File: src/sv/bpc_pkg.sv
// shared types and constants for the barometric compensation pipeline
`default_nettype none
package bpc_pkg;

  localparam int PIPE_DEPTH = 9;

  localparam int RAW_W   = 24;
  localparam int COEF_W  = 16;
  localparam int OUT_W   = 20;
  localparam int CFG_IDX_W = 3;

  localparam logic signed [19:0] TEMP_REF_CENTI = 20'sd2000;
  localparam logic signed [19:0] TEMP_LOW_CENTI = -20'sd1500;
  localparam logic [19:0]        PRESS_MAX      = 20'hFFFFF;

  typedef enum logic [CFG_IDX_W-1:0] {
    REG_SENS          = 3'd0,
    REG_OFFSET        = 3'd1,
    REG_SENS_TEMPCO   = 3'd2,
    REG_OFFSET_TEMPCO = 3'd3,
    REG_REF_TEMP      = 3'd4,
    REG_TEMP_SLOPE    = 3'd5
  } cfg_idx_t;

  typedef struct packed {
    logic [PIPE_DEPTH-1:0] en;
    logic [PIPE_DEPTH-1:0] vld;
  } pipe_ctl_t;

endpackage
`default_nettype wire

File: src/sv/bpc_pipe_ctrl.sv
// per-stage valid bits and load enables for the compensation pipeline
`default_nettype none
module bpc_pipe_ctrl (
  input  wire logic              clk,
  input  wire logic              rst,
  input  wire logic              in_valid,
  input  wire logic              out_ready,
  output logic                   in_ready,
  output bpc_pkg::pipe_ctl_t     ctl
);
  import bpc_pkg::*;

  logic [PIPE_DEPTH-1:0] vld;
  logic [PIPE_DEPTH-1:0] en;

  // a stage loads when it is empty or its contents move on
  always_comb begin
    en[PIPE_DEPTH-1] = !vld[PIPE_DEPTH-1] || out_ready;
    for (int k = PIPE_DEPTH-2; k >= 0; k--) begin
      en[k] = !vld[k] || en[k+1];
    end
  end

  always_ff @(posedge clk) begin
    if (rst) begin
      vld <= '0;
    end else begin
      for (int k = 0; k < PIPE_DEPTH; k++) begin
        if (en[k]) begin
          vld[k] <= (k == 0) ? in_valid : vld[(k == 0) ? 0 : k-1];
        end
      end
    end
  end

  assign in_ready = en[0];
  assign ctl.en   = en;
  assign ctl.vld  = vld;

  a_stall_holds: assert property (@(posedge clk) disable iff (rst)
    vld[PIPE_DEPTH/2] && !en[PIPE_DEPTH/2] |=> vld[PIPE_DEPTH/2])
    else $error("stalled stage lost its transaction");

  a_last_stall: assert property (@(posedge clk) disable iff (rst)
    vld[PIPE_DEPTH-1] && !out_ready |-> !en[0] || !vld[0] || !en[PIPE_DEPTH-1])
    else $error("last stage loaded while output stalled");

endmodule
`default_nettype wire

File: config.mk
export PLATFORM = sky130hd
export DESIGN_NAME = bpc_pipe_ctrl
export DESIGN_NICKNAME = d
export VERILOG_FILES = /design/src/sv/bpc_pkg.sv /design/src/sv/bpc_pipe_ctrl.sv
export SDC_FILE = /design/constraint.sdc
export NUM_CORES = 1
export LEC_CHECK = 0
export BUFFER_PORTS_ARGS = -buffer_cell sky130_fd_sc_hd__buf_2
export CAP_MARGIN = 40
export CORE_AREA = 2 2 39 41
export DETAILED_ROUTE_END_ITERATION = 7
export DIE_AREA = 0 0 41 43
export REMOVE_ABC_BUFFERS = 1
export SETUP_SLACK_MARGIN = 0.02
export SLEW_MARGIN = 20
export SYNTH_ARGS = -nofsm -noshare
export SYNTH_HDL_FRONTEND = slang
export SYNTH_SLANG_ARGS = --single-unit
File: constraint.sdc
create_clock -name clk -period 1.35 [get_ports clk]
set_input_delay 0.0675 -clock clk [delete_from_list [all_inputs] [get_ports clk]]
set_output_delay 0.0675 -clock clk [all_outputs]
set_load 0.02 [all_outputs]
==> flow_summary.ini <==
[sta]
finalCritPeriodShare_pct = 98.4
finalSetupViolCount = 0
maxSlewHeadroom_pct = 86.6
skew_ps = 1.22
rsz0062_at_grt = true
slew_viol_final = 0
max_freq_mhz = 753
finalHoldViolations = 0
worstMarginPinSlew_ps = 201
post-route-min-period_ps = 1330

[grt]
grt_pass1_vias = 351
grt.overflow.total = 0
track_usage_pct = 11.2
grt_max_degree = 11
grt_pass1_wl_microns = 1360
antenna_found_initial = 0

[finish]
final_cell_mix = buf_2, a21oi_1, buf_4
final_common_cell = buf_2
diodes = 0
largest_reg_flops = 9
fin_util_pct = 46.3
nets = 79
top_regs = vld x9
drive_gt1_share_pct = 63.5
area_growth_pct = 62.5
largest_register = vld

[detailed_routing]
initialDrtViolationCount = 8
drt-pass1-iter-count = 2
vias_per_cell = 4.37
vias = 393
antenna_left = 0
drc = 0
wirelength_microns = 909
wire_per_inst_microns = 10.1

[synthesis]
syn_inst = 44
yosysWarningCount = 0
yosysSeqAreaShare_pct = 45.7
synth_seq_cells = 9
mappedNetlistArea_sq_um = 394
ys_types = 17
synth.avg_cell_area_sq_um = 8.96

[clocking]
clk_path_buf_depth = 2
h-tree-depth = 1
cts-root-buf = clkbuf_4
clk_pin_slew_ps = 60
cts_made_buffers = 3
holdBufCountCts = 0
cts_tree = done
clkSinkCount = 9
clock_latency_ps = 250

[critical_path]
end_kind = output pin
worst_ep_arrival_time_ps = 1260
crit_type = flop to output pin
crit_path_start_kind = flop
critical_path_required_ps = 1280
critPathMaxFanout = 4
r2r_setup_slack_ps = 220

[placement]
dp_hpwl_microns = 653
place_congestion = 0.729
io_buffers = 22

[power]
p_per_area_nw_per_um2 = 793
leakage_nw = 0.304
finalPower_mw = 0.508
peakVddDrop_mv = 0.288

[floorplan]
dieArea_sq_um = 1760
start_util_pct = 28.5
ios = 23
fp-row-count = 14
fp.dieH_microns = 43
die_width_microns = 41
coreArea_sq_um = 1380

[min_path]
hold_path_class = input port to flop

[run]
maxCapViolations = 0

[status]
outcome = completed
==> path summary, 6_finish.rpt <==
check / from / end / cells past startpoint
worst max-delay path: vld[8] / ctl[9] / 4
worst max register to register: vld[7] / vld[6] / 5
worst min register to register: vld[0] / vld[1] / 2
worst min-delay path: in_valid / vld[0] / 3
==> where the power goes <==
part,internal [mW],switching (mW),total [mW]
clock network,0.114,0.0902,0.204
registers,0.270,0.00367,0.274
logic,0.0123,0.0180,0.0302
==> logic make-up (layout without fill, tap and decap cells) <==
| family | count (synthesis) | in the layout | share of synthesized area (%) |
|---|---|---|---|
| AND/OR/NAND/NOR | 17 | 17 | 28.9 |
| buffers and inverters | 10 | 40 | 13.3 |
| flip-flops | 9 | 9 | 45.7 |
| AO/OA/AOI/OAI | 8 | 8 | 12.1 |
==> critical path, cell delays in order (launching register included) <==
cell and delay [ps]:
dfxtp_2 330, and3b_2 220, nand3_4 80, or2_4 240, buf_6 130
==> Yosys cell counts, drive strengths merged <==
library cell / instances / area [sq um]
a21oi: 7 / 35.0
and2: 1 / 6.26
and3: 1 / 6.26
and3b: 1 / 8.76
buf: 3 / 26.3
clkbuf: 1 / 3.75
dfxtp: 9 / 180
inv: 6 / 22.5
nand2: 3 / 11.3
nand2b: 2 / 12.5
nand3: 2 / 22.5
nand4: 2 / 25.0
nor2: 4 / 15.0
o31ai: 1 / 12.5
or2: 1 / 6.26
==> layout make-up <==
cell class                      count  area [sq um]
Fill cell                         148           743
Inverter                            6          22.5
Clock buffer                        4          26.3
Timing Repair Buffer               30           199
Tap cell                           16          20.0
Sequential cell                     9           186
Multi-Input combinational cell     25           186
==> per-stage QoR <==
stage          instance area (sq um)  TNS, ps  cells  setup slack (ps)  hold WS [ps]
6_report                         641        0     90              21.3          43.9
5_1_grt                          641     -116     90             -47.3          46.5
4_1_cts                          596        0     88              7.25          38.7
3_5_place_dp                     517        0     81               152           308
3_3_place_gp                     517        0     81               188           291
2_1_floorplan                    364     -325     40              -145           137
==> per-layer routing <==
metal	share of wire, %	vias to the layer above	track usage [%]	routed length, microns
met5	0	-	0	0
li1	-	199	-	-
met1	45	177	11.0	406
met2	48	17	19.4	432
met4	0	0	6.00	0
met3	7.7	0	3.14	70
==> repair_timing <==
| item | 4_1_cts | 5_1_grt |
|---|---|---|
| pin swaps | 2 | 0 |
| resized for setup | 13 | 7 |
| buffers inserted | 3 | 2 |
| endpoints found under the setup margin | 5 | 5 |
| hold endpoints to repair | 0 | 0 |
No activity file was read; power rests on OpenSTA's default activity.
